**src/sv/tchd_pkg.sv**
```systemverilog
// Package for traction correction hold/decay block: shared types and constants.
// No dependencies.
`default_nettype none
package tchd_pkg;
    localparam int unsigned DT_MAX_US = 100000;
    localparam logic [26:0] DECAY_SAT = 27'h7FFFFFF;

    localparam logic [2:0] REG_USE_MULT = 3'd0;
    localparam logic [2:0] REG_MIN_SPEED = 3'd1;
    localparam logic [2:0] REG_MIN_PEDAL = 3'd2;
    localparam logic [2:0] REG_CHECK = 3'd3;
    localparam logic [2:0] REG_HOLD = 3'd4;
    localparam logic [2:0] REG_DECAY = 3'd5;

    typedef struct packed {
        logic load;   // capture input item, start scaling
        logic mul;    // multiply step for lane sel
        logic [1:0] sel;
        logic gate;   // gating, timers, check
        logic div_start;
        logic div_step;
        logic finish; // ramp result into output register
    } t_cmd;

    typedef struct packed {
        logic div_done;
        logic need_div;
    } t_status;
endpackage
`default_nettype wire

```
**src/sv/tchd_ctrl.sv**
```systemverilog
// Controller for traction correction hold/decay: sequences load, multiply,
// gate, divide and output steps. Depends on tchd_pkg.
`default_nettype none
module tchd_ctrl (
    input  wire logic             i_clk,
    input  wire logic             i_rst_n,
    input  wire logic             i_in_fire,
    input  wire logic             i_out_free,
    input  wire tchd_pkg::t_status i_status,
    output tchd_pkg::t_cmd        o_cmd,
    output logic                  o_busy
);
    import tchd_pkg::*;

    typedef enum logic [6:0] {
        S_IDLE = 7'b0000001,
        S_MUL  = 7'b0000010,
        S_GATE = 7'b0000100,
        S_DST  = 7'b0001000,
        S_DIV  = 7'b0010000,
        S_FIN  = 7'b0100000,
        S_WAIT = 7'b1000000
    } t_state;

    t_state r_state, n_state;
    logic [1:0] r_sel, n_sel;

    always_ff @(posedge i_clk) begin
        if (!i_rst_n) begin
            r_state <= S_IDLE;
            r_sel <= 2'd0;
        end else begin
            r_state <= n_state;
            r_sel <= n_sel;
        end
    end

    always_comb begin
        n_state = r_state;
        n_sel = r_sel;
        o_cmd = '0;
        o_cmd.sel = r_sel;
        case (r_state)
            S_IDLE: begin
                if (i_in_fire) begin
                    o_cmd.load = 1'b1;
                    n_sel = 2'd0;
                    n_state = S_MUL;
                end
            end
            S_MUL: begin
                o_cmd.mul = 1'b1;
                if (r_sel == 2'd2) begin
                    n_state = S_GATE;
                end else begin
                    n_sel = r_sel + 2'd1;
                end
            end
            S_GATE: begin
                o_cmd.gate = 1'b1;
                n_state = S_DST;
            end
            S_DST: begin
                if (i_status.need_div) begin
                    o_cmd.div_start = 1'b1;
                    n_state = S_DIV;
                end else begin
                    n_state = S_WAIT;
                end
            end
            S_DIV: begin
                o_cmd.div_step = 1'b1;
                if (i_status.div_done) n_state = S_WAIT;
            end
            S_WAIT: begin
                if (i_out_free) n_state = S_FIN;
            end
            S_FIN: begin
                o_cmd.finish = 1'b1;
                n_state = S_IDLE;
            end
            default: n_state = S_IDLE;
        endcase
    end

    assign o_busy = (r_state != S_IDLE);

    a_fin_after_wait: assert property (@(posedge i_clk) disable iff (!i_rst_n)
        o_cmd.finish |-> $past(r_state == S_WAIT)) else $error("finish without wait");
    a_no_load_busy: assert property (@(posedge i_clk) disable iff (!i_rst_n)
        o_busy |-> !o_cmd.load) else $error("load while busy");
    a_sel_range: assert property (@(posedge i_clk) disable iff (!i_rst_n)
        r_sel != 2'd3) else $error("bad lane select");
endmodule
`default_nettype wire

```
**src/sv/tchd_dp.sv**
```systemverilog
// Datapath for traction correction hold/decay: scaling, gating, timers,
// held values and a shared restoring divider for the ramp. Depends on tchd_pkg.
`default_nettype none
module tchd_dp #(
    parameter int unsigned FAST_PERIOD_MS = 5
) (
    input  wire logic          i_clk,
    input  wire logic          i_rst_n,
    input  wire tchd_pkg::t_cmd i_cmd,
    input  wire logic [134:0]  i_item,
    input  wire logic          i_use_mult,
    input  wire logic [7:0]    i_min_speed,
    input  wire logic [6:0]    i_min_pedal,
    input  wire logic [15:0]   i_check_ms,
    input  wire logic [15:0]   i_hold_ms,
    input  wire logic [15:0]   i_decay_ms,
    output tchd_pkg::t_status  o_status,
    output logic [49:0]        o_result
);
    import tchd_pkg::*;

    localparam int DIVW = 44;  // |diff|(17) * t(27)

    logic [23:0] r_dt;
    logic [15:0] r_speed;
    logic signed [15:0] r_slip;
    logic [14:0] r_pedal;
    logic signed [15:0] r_raw [3];
    logic signed [15:0] r_mult;

    logic [31:0] r_chk;
    logic [26:0] r_hold, r_dec;
    logic signed [15:0] r_last, r_held [3], r_tgt [3], r_app [3];
    logic r_active, r_need;
    logic [26:0] r_t, r_d;

    // divider state
    logic [1:0]  r_lane;
    logic [5:0]  r_bit;
    logic [DIVW-1:0] r_num;
    logic [27:0] r_rem;
    logic [DIVW-1:0] r_quo;
    logic        r_neg, r_done;

    logic signed [31:0] prod;
    logic signed [31:0] rnd;
    logic signed [15:0] scl;
    assign prod = r_raw[i_cmd.sel] * r_mult;
    assign rnd = (prod + 32'sd2048) >>> 12;
    assign scl = (rnd > 32'sd32767) ? 16'sd32767 :
                 (rnd < -32'sd32768) ? -16'sd32768 : rnd[15:0];

    // gating and timers
    logic [23:0] dt;
    logic gated, act;
    logic signed [15:0] g [3];
    logic [31:0] period_us;
    logic [15:0] pms;
    logic fire, latch, upd_now;
    logic [26:0] hold_a, hold_b, dec_a, dec_b, d_us, t_v;
    logic [27:0] dec_sum;
    logic [23:0] tfd;

    always_comb begin
        dt = (r_dt > 24'(DT_MAX_US)) ? 24'(DT_MAX_US) : r_dt;
        gated = ((i_min_speed != 8'd0) && (r_speed < {i_min_speed, 8'd0})) ||
                ((i_min_pedal != 7'd0) && (r_pedal < {i_min_pedal, 8'd0}));
        g[0] = (!gated && r_raw[0] > 16'sd0) ? -r_raw[0] : 16'sd0;
        g[1] = (!gated && r_raw[1] > 16'sd0) ? -r_raw[1] : 16'sd0;
        g[2] = gated ? 16'sd0 : r_raw[2];
        act = (g[0] != 0) || (g[1] != 0) || (g[2] != 0);
        pms = (i_check_ms < 16'(FAST_PERIOD_MS)) ? 16'(FAST_PERIOD_MS) : i_check_ms;
        period_us = 32'(pms) * 32'd1000;
        fire = (r_chk <= 32'(dt));
        latch = fire && act && (r_slip > r_last);
        hold_a = latch ? 27'(i_hold_ms * 27'd1000) : r_hold;
        dec_a = latch ? 27'd0 : r_dec;
        tfd = 24'd0;
        hold_b = hold_a;
        dec_b = dec_a;
        if (hold_a != 27'd0) begin
            if (27'(dt) >= hold_a) begin
                tfd = 24'(27'(dt) - hold_a);
                hold_b = 27'd0;
            end else begin
                hold_b = hold_a - 27'(dt);
                dec_b = 27'd0;
            end
        end else begin
            tfd = dt;
        end
        d_us = 27'(i_decay_ms * 27'd1000);
        dec_sum = 28'(dec_b) + 28'(tfd);
        t_v = 27'd0;
        if (hold_b == 27'd0) begin
            if (i_decay_ms != 16'd0) begin
                dec_b = (dec_sum > 28'(DECAY_SAT)) ? DECAY_SAT : dec_sum[26:0];
                t_v = (dec_b < d_us) ? dec_b : d_us;
            end else begin
                dec_b = 27'd0;
            end
        end
    end

    // ramp already at its end (or no ramp): targets go straight out
    assign upd_now = (hold_b == 27'd0) && ((i_decay_ms == 16'd0) || (t_v >= d_us));

    // lane whose difference feeds the next divider load
    logic [1:0] div_lane;
    assign div_lane = i_cmd.div_start ? 2'd0 : ((r_lane == 2'd0) ? 2'd1 : 2'd2);

    logic signed [16:0] diff;
    logic [16:0] mag;
    assign diff = 17'(r_tgt[div_lane]) - 17'(r_held[div_lane]);
    assign mag = diff[16] ? 17'(-diff) : diff;

    logic [27:0] trial;
    assign trial = {r_rem[26:0], r_num[DIVW-1]};

    always_ff @(posedge i_clk) begin
        if (!i_rst_n) begin
            r_chk <= '0; r_hold <= '0; r_dec <= '0; r_last <= '0;
            for (int k = 0; k < 3; k++) r_held[k] <= '0;
            r_done <= 1'b0;
        end else begin
            if (i_cmd.load) begin
                r_dt <= i_item[23:0];
                r_speed <= i_item[39:24];
                r_slip <= i_item[55:40];
                r_pedal <= i_item[70:56];
                r_raw[0] <= i_item[86:71];
                r_raw[1] <= i_item[102:87];
                r_raw[2] <= i_item[118:103];
                r_mult <= i_item[134:119];
            end
            if (i_cmd.mul && i_use_mult) r_raw[i_cmd.sel] <= scl;
            if (i_cmd.gate) begin
                r_chk <= fire ? period_us : r_chk - 32'(dt);
                if (fire) r_last <= r_slip;
                r_hold <= hold_b;
                r_dec <= dec_b;
                r_active <= act;
                for (int k = 0; k < 3; k++) begin
                    r_tgt[k] <= g[k];
                    if (latch || upd_now) r_held[k] <= g[k];
                    r_app[k] <= (latch || upd_now) ? g[k] : r_held[k];
                end
                r_need <= (hold_b == 27'd0) && !upd_now;
                r_t <= t_v;
                r_d <= d_us;
            end
            if (i_cmd.div_start) begin
                r_lane <= 2'd0;
                r_done <= 1'b0;
                r_bit <= 6'd0;
                r_num <= 44'(mag) * 44'(r_t);
                r_neg <= diff[16];
                r_rem <= '0;
                r_quo <= '0;
            end
            if (i_cmd.div_step && !r_done) begin
                if (r_bit == 6'(DIVW)) begin
                    r_app[r_lane] <= 16'(17'(r_held[r_lane]) +
                        (r_neg ? -17'(r_quo) : 17'(r_quo)));
                    if (r_lane == 2'd2) begin
                        r_done <= 1'b1;
                    end else begin
                        r_lane <= r_lane + 2'd1;
                        r_bit <= 6'd0;
                        r_num <= 44'(mag) * 44'(r_t);
                        r_neg <= diff[16];
                        r_rem <= '0;
                        r_quo <= '0;
                    end
                end else begin
                    r_num <= r_num << 1;
                    r_bit <= r_bit + 6'd1;
                    if (trial >= 28'(r_d)) begin
                        r_rem <= trial - 28'(r_d);
                        r_quo <= {r_quo[DIVW-2:0], 1'b1};
                    end else begin
                        r_rem <= trial;
                        r_quo <= {r_quo[DIVW-2:0], 1'b0};
                    end
                end
            end
        end
    end

    assign o_status.need_div = r_need;
    assign o_status.div_done = r_done;
    assign o_result = {(r_hold != 27'd0), r_active, r_app[2], r_app[1], r_app[0]};
endmodule
`default_nettype wire

```
**src/sv/traction_correction_hold_decay_top.sv**
```systemverilog
// Top level of traction correction hold/decay: stream ports, APB register file,
// output register. Depends on tchd_pkg, tchd_ctrl, tchd_dp.
//
// channel | dir | handshake             | payload
// s_axis  | in  | tvalid/tready         | 135b item
// m_axis  | out | tvalid/tready         | 50b result
// apb     | in  | psel/penable/pwrite   | 6 registers, 32b data
//
// An item runs load, multiply, gate and output steps; when a decay ramp runs, the
// restoring divider (one quotient bit a cycle, three lanes) runs before output.
// Reset is synchronous; the APB registers read as zero after it and the controller goes idle.
// The next item is taken while a result waits; a stalled result holds.
`default_nettype none
module traction_correction_hold_decay_top #(
    parameter int unsigned FAST_PERIOD_MS = 5
) (
    input  wire logic         i_clk,
    input  wire logic         i_rst_n,
    input  wire logic         s_axis_tvalid,
    output logic              s_axis_tready,
    // elapsed_us, speed, slip, pedal, throttle_table, timing_table, skip_table,
    // multiplier (low bit up), 1 pad bit
    input  wire logic [135:0] s_axis_tdata,
    output logic              m_axis_tvalid,
    input  wire logic         m_axis_tready,
    // throttle_correction, timing_correction, skip_correction, active, holding
    output logic [55:0]       m_axis_tdata,
    input  wire logic         psel,
    input  wire logic         penable,
    input  wire logic         pwrite,
    input  wire logic [4:0]   paddr,
    input  wire logic [31:0]  pwdata,
    output logic [31:0]       prdata,
    output logic              pready
);
    import tchd_pkg::*;

    logic r_use; logic [7:0] r_ms; logic [6:0] r_mp;
    logic [15:0] r_ck, r_hd, r_dc;
    logic [2:0] idx;
    assign idx = paddr[4:2];
    assign pready = 1'b1;

    always_ff @(posedge i_clk) begin
        if (!i_rst_n) begin
            r_use <= '0; r_ms <= '0; r_mp <= '0; r_ck <= '0; r_hd <= '0; r_dc <= '0;
        end else if (psel && penable && pwrite) begin
            case (idx)
                REG_USE_MULT:  r_use <= pwdata[0];
                REG_MIN_SPEED: r_ms <= pwdata[7:0];
                REG_MIN_PEDAL: r_mp <= pwdata[6:0];
                REG_CHECK:     r_ck <= pwdata[15:0];
                REG_HOLD:      r_hd <= pwdata[15:0];
                REG_DECAY:     r_dc <= pwdata[15:0];
                default: ;
            endcase
        end
    end

    always_comb begin
        case (idx)
            REG_USE_MULT:  prdata = {31'd0, r_use};
            REG_MIN_SPEED: prdata = {24'd0, r_ms};
            REG_MIN_PEDAL: prdata = {25'd0, r_mp};
            REG_CHECK:     prdata = {16'd0, r_ck};
            REG_HOLD:      prdata = {16'd0, r_hd};
            REG_DECAY:     prdata = {16'd0, r_dc};
            default:       prdata = 32'd0;
        endcase
    end

    t_cmd cmd;
    t_status st;
    logic busy;
    logic [49:0] res;
    logic r_ov;
    logic [49:0] r_od;

    assign s_axis_tready = !busy;

    tchd_ctrl u_ctrl (
        .i_clk(i_clk), .i_rst_n(i_rst_n),
        .i_in_fire(s_axis_tvalid && s_axis_tready),
        .i_out_free(!r_ov || m_axis_tready),
        .i_status(st), .o_cmd(cmd), .o_busy(busy)
    );

    tchd_dp #(.FAST_PERIOD_MS(FAST_PERIOD_MS)) u_dp (
        .i_clk(i_clk), .i_rst_n(i_rst_n), .i_cmd(cmd), .i_item(s_axis_tdata[134:0]),
        .i_use_mult(r_use), .i_min_speed(r_ms), .i_min_pedal(r_mp),
        .i_check_ms(r_ck), .i_hold_ms(r_hd), .i_decay_ms(r_dc),
        .o_status(st), .o_result(res)
    );

    // output register loads at finish; the datapath result is already final then
    logic r_fin;
    always_ff @(posedge i_clk) begin
        if (!i_rst_n) begin
            r_ov <= 1'b0;
            r_fin <= 1'b0;
        end else begin
            r_fin <= cmd.finish;
            if (cmd.finish) r_od <= res;
            if (cmd.finish) r_ov <= 1'b1;
            else if (m_axis_tready) r_ov <= 1'b0;
        end
    end

    assign m_axis_tvalid = r_ov;
    assign m_axis_tdata = {6'd0, r_od};

    a_out_hold: assert property (@(posedge i_clk) disable iff (!i_rst_n)
        (m_axis_tvalid && !m_axis_tready) |=> m_axis_tvalid) else $error("lost result");
    a_fin_once: assert property (@(posedge i_clk) disable iff (!i_rst_n)
        r_fin |-> !cmd.finish) else $error("double finish");
    a_ready_idle: assert property (@(posedge i_clk) disable iff (!i_rst_n)
        cmd.finish |=> s_axis_tready) else $error("not ready after finish");
endmodule
`default_nettype wire
```
**config.mk**
```make
export PLATFORM = sky130hd
export DESIGN_NAME = traction_correction_hold_decay_top
export DESIGN_NICKNAME = d
export VERILOG_FILES = /design/src/sv/tchd_pkg.sv /design/src/sv/tchd_ctrl.sv /design/src/sv/tchd_dp.sv /design/src/sv/traction_correction_hold_decay_top.sv
export SDC_FILE = /design/constraint.sdc
export NUM_CORES = 2
export LEC_CHECK = 0
export ABC_AREA = 1
export BUFFER_PORTS_ARGS = -buffer_cell sky130_fd_sc_hd__buf_2
export CORE_ASPECT_RATIO = 1.5
export CORE_MARGIN = 2
export CORE_UTILIZATION = 50
export DETAILED_ROUTE_END_ITERATION = 10
export PLACE_DENSITY_LB_ADDON = 0.1
export SLEW_MARGIN = 5
export SYNTH_ARGS = -nofsm -noshare
export SYNTH_HDL_FRONTEND = slang
export SYNTH_HIERARCHICAL = 1
export SYNTH_SLANG_ARGS = --single-unit
```
**constraint.sdc**
```tcl
create_clock -name i_clk -period 40.2 [get_ports i_clk]
set_input_delay 6.03 -clock i_clk [delete_from_list [all_inputs] [get_ports i_clk]]
set_output_delay 6.03 -clock i_clk [all_outputs]
set_load 0.005 [all_outputs]
```
---- Yosys cells after proc, flatten, opt, wreduce, memory -nomap -nowiden ----
Memory sizes are Yosys's and may differ from the RTL's. A register that Yosys moved wholly into a read port is not among the register bits.
Index checks and enable logic that the tools add are counted.
storage, ports and cells
  register bits ........................... 491
  bits in writable memories ............... 192
  input port bits ......................... 180
  output and inout port bits .............. 91
  memories kept ........................... 4
operators by class
  add/sub/neg operators ................... 15
  multipliers ............................. 5
  order comparisons ....................... 15
  equality and inequality tests ........... 21
  muxes and demuxes ....................... 109
  bitwise gates (word level) .............. 3
  reduce and logical (&&, ||, !) cells .... 52
memories
  memory       depth  width  rd ports  clocked after Yosys merged registers in  write ports  RTL line       RTL
  u_dp.r_app   3      16     3         3                                        3            tchd_dp.sv:33  logic signed [15:0] r_last, r_held [3], r_tgt [3], r_app [3];
  u_dp.r_held  3      16     5         1                                        3            tchd_dp.sv:33
  u_dp.r_raw   3      16     4         1                                        3            tchd_dp.sv:28  logic signed [15:0] r_raw [3];
  u_dp.r_tgt   3      16     1         0                                        3            tchd_dp.sv:33
operators by type and width
  cell                                                                    count
  44-bit 2-to-1 mux                                                       8
  27-bit 2-to-1 mux                                                       12
  16-bit 2-to-1 mux                                                       15
  28-bit 2-to-1 mux                                                       5
  16-bit one-hot mux with 6 select lines                                  1
  32-bit nonzero test                                                     3
  24-bit 2-to-1 mux                                                       3
  16-bit by 7-bit multiplier with 23-bit output, second input constant    3
  27-bit nonzero test                                                     2
  16-bit negation                                                         3
  17-bit by 27-bit multiplier with 44-bit output                          1
  7-bit one-hot mux with 6 select lines                                   1
  1-bit 2-to-1 mux                                                        39
  7-bit 2-to-1 mux                                                        5
  32-bit by 13-bit adder with 32-bit output, second input constant        1
  16-bit by 1-bit > comparator with 1-bit output, second input constant   2
  32-bit by 24-bit <= comparator with 1-bit output                        1
  16-bit by 16-bit multiplier with 32-bit output                          1
  32-bit 2-to-1 mux                                                       1
  16-bit OR reduction                                                     2
  32-bit by 24-bit subtractor with 32-bit output                          1
  27-bit by 24-bit adder with 28-bit output                               1
  28-bit by 26-bit greater-or-equal comparator with 1-bit output          1
  28-bit by 27-bit > comparator with 1-bit output, second input constant  1
  52 further kinds                                                        107

---- Depth between registers and ports, before layout ----
  depth after elaboration ................. 31
  gate-level depth with buffers ........... 104

---- Modules after synthesis ----
Netlist, hierarchy kept.
modules (own cells, without submodules)
  module                              instances  cells an instance  area each (µm²)
  tchd_dp                             1          7,800              65,102.4
  traction_correction_hold_decay_top  1          590                5,014.8
  tchd_ctrl                           1          93                 580.6

---- Worst setup path before layout ----
No wires, ideal clock.
  path kind ............................... register to register
  start point ............................. register r_hd[2]
  end point ............................... memory u_dp/r_held[0][0] (netlist name) (enable)
  library setup time ...................... 407 ps
  arrival ................................. 13,258 ps
  path slack .............................. 26,536 ps
  cell stages (with the launch flop) ...... 83
  buffers on the path ..................... 7
  period minus slack after synthesis ...... 13,664 ps
  cell sequence ........................... dfxtp_1 > fa_1 > fa_1 > inv_1 > fa_1 > inv_1 > fa_1 > ha_1 > a21oi_1 > nand2_1 > a21oi_1 > o21ai_0 > nand3_1 > nand2_1 > xnor2_1 > nand3_1 > nand2_2 > inv_1 > [47 not listed] > ha_1 > nand2_1 > o21ai_0 > nand3_1 > a21oi_1 > or2_2 > a21oi_1 > o31ai_1 > nor3b_1 > o21ai_0 > nand2_1 > nand2_1 > nand2_2 > nand2_4 > nand2_4 > buf_2 > nand2_1 > nand2_1
RTL lines
  item                    RTL line                                  RTL
  start, declared         traction_correction_hold_decay_top.sv:39  logic [15:0] r_ck, r_hd, r_dc;
  start signal, assigned  traction_correction_hold_decay_top.sv:53  REG_HOLD: r_hd <= pwdata[15:0];
  end, declared           tchd_dp.sv:33

==> results.yml <==
routing:
  antenna_left: 0
  vias: 56500
  detail_route.wl_per_cell_um: 19.0
  drt-initial-drc-count: 3285
  drcViolationCount: 0
  firstDrtPassIters: 7
  drt-total-wl_mm: 200
  via_per_inst: 5.38
cts:
  cts_buffers: 76
  ctsResizeCount: 0
  cts.path.max_buffers: 3
  clock-sinks: 656
  cts_root_buf: "clkbuf_16"
  htreeDepth: 3
  cts_setup_buffers: 0
  cts_tree: "built"
  worst_skew_pair.late_latency_ns: 0.70
  cts_hold_buf: 0
  clk_pin_slew_ns: 0.06
placed_design:
  place_area_sq_mm: 0.0734
  dpl.hpwl_mm: 158
  dp.cells: 10400
  place.gp.congestion: 0.940
  io_buffer_count: 212
grt:
  grt.total_usage: 0.279
  grt_max_degree: 75
  grtUsageMet1: 0.327
  antenna_found_initial: 4
  met3_usage: 0.0319
  grt_util_met2: 0.507
  grt_pass1_vias: 58300
  grt_pass1_wl_mm: 315
  grt_overflow: 0
  top_usage_layer: "met2"
synth:
  yosys_most_used_dff: "edfxtp_1"
  syn_area_sq_mm: 0.0707
  synth_top_area_frac: 0.228
  postSynthCellCount: 8483
  yosysWarnings: 6
  yosysUniqueCellTypes: 74
  synth_top_area_cell: "fa_1"
  synth_seq_cells: 656
  ys_async_sr_fraction: 0
  yosysMostFrequentCell: "inv_1"
  synth_common_cells: "1684 x inv_1, 1616 x nand2_1, 804 x fa_1"
  avgSynthCellArea_sq_um: 8.33
  synth_seq_area_share: 0.253
  synth-edff-count: 477
  synth_area_leaders: "fa_1 23%, edfxtp_1 20%, ha_1 10%"
timing:
  post-route-min-period_ns: 19.13
  slew_headroom: 0.209
  setup_viol: 0
  worstMarginPinSlew_ns: 1.18
  rsz0062_at_grt: "no"
  fin_skew_ns: 0.0311
  min_period_over_period: 0.476
  timing.fmax_mhz: 52.3
  slew_violations: 0
  finalSetupTns_ns: 0
  hold_viol: 0
outcome:
  status: "finished clean"
floorplan:
  num_rows: 169
  fp.dieArea_sq_mm: 0.144
  core_sq_mm: 0.141
  ios: 271
  die_h_um: 465
  die_w_um: 311
  start_util: 0.502
critical_path:
  path_depth: 88
  critPathMaxFanout: 52
  crit_arrival_ns: 19.43
  required_ns: 40.50
  slowest_stage: "nand2_4"
  cp_top_family: "simple AND/OR/NAND/NOR gates"
  worst_setup_path_start_kind: "flop"
  max_stage_delay_ns: 0.67
  endpoint_kind: "flop"
  critical_path_class: "flop to flop"
  crit_buf_inv: 11
  rr_worst_depth: 88
  cp_common_cell: "nand2_1"
  crit_start: "u_dp/r_dt[21]$_DFFE_PP_"
  r2r_start: "u_dp/r_dt[21]$_DFFE_PP_"
worst_hold_path:
  hp-class: "flop to flop"
  whs_path_depth: 0
  worstHoldStart: "u_dp/r_active$_DFFE_PP_"
layout:
  area_growth_pct: 7.44
  num-nets-final: 10100
  design_area_sq_mm: 0.0760
  stdcell_count: 10500
  layout-drive-gt1-share: 0.0641
run:
  cap_viol_max_count: 0
==> placed cells by master, fill, tap and decap left out, types with 39 or more instances in the layout <==
cell	netlist	final
a21oi_1	433	432
fa_1	804	804
buf_4	30	70
inv_1	1684	1682
conb_1	4	44
xor2_1	175	169
ha_1	591	591
nor3_1	50	49
clkbuf_16	0	79
o22ai_1	47	47
nand2_1	1616	1614
o21ai_0	363	362
nand3_1	325	325
o221ai_1	39	39
nor2_1	793	786
xnor2_1	87	87
dfxtp_1	179	179
o211ai_1	51	51
buf_2	24	211
edfxtp_1	477	477
nand4_1	49	49
a31oi_1	69	69
==> registers in the layout, indices dropped and copies added, names as in the netlist, 23 cells and up, named ones only <==
register / flops
u_dp/r_held: 48
u_dp/r_num: 44
u_dp/r_raw: 64
r_od: 50
u_dp/r_hold: 27
u_dp/r_tgt: 48
u_dp/r_app: 48
u_dp/r_d: 23
u_dp/r_dt: 24
u_dp/r_chk: 32
u_dp/r_rem: 27
u_dp/r_dec: 27
u_dp/r_t: 27
==> cell type report <==
| class | instances | area [sq um] |
|---|---|---|
| fill | 13400 | 64900 |
| clock buffer | 91 | 2050 |
| multi-input combinational | 5829 | 45100 |
| clock inverter | 47 | 508 |
| sequential | 656 | 17900 |
| tap | 1881 | 2350 |
| antenna | 2 | 5.00 |
| inverter | 1721 | 6470 |
| timing repair buffer | 282 | 1600 |
==> metal layers <==
layer / routed length [um] / vias up
met2: 102000 / 1560
met5: 29 / -
li1: - / 26900
met3: 9630 / 432
met4: 9950 / 4
met1: 78400 / 27700
==> logic make-up (layout without fill, tap and decap cells) <==
kind of cell,after synthesis,count (layout),synth area share
simple gates,2977,2977,0.175
buf+inv,2038,2141,0.113
flops,656,656,0.253
xor+xnor,262,262,0.0325
fa+ha+maj,1395,1395,0.332
compound gates,1151,1151,0.0935
other cells,4,46,0.000212
==> through the flow <==
stage / util / hold slack [ns] / setup WS [ns]
after floorplan: - / 0.400 / 26.54
after global placement: 0.521 / 0.404 / 21.57
after global routing: 0.539 / 0.420 / 19.77
final: 0.539 / 0.414 / 21.07
after detailed placement: 0.521 / 0.405 / 21.38
after CTS: 0.539 / 0.416 / 21.30
==> worst paths after layout <==
check | end | slack, ns
worst min-delay path | r_od[48]$_DFFE_PP_ | 0.41
worst min register to register | r_od[48]$_DFFE_PP_ | 0.41
worst max-delay path | u_dp/r_held[1][9]$_SDFFCE_PN0P_ | 21.07
worst max register to register | u_dp/r_held[1][9]$_SDFFCE_PN0P_ | 21.07
Power is not shown: default switching activity piles up to over one toggle a cycle in this logic, so the estimate is an artifact.
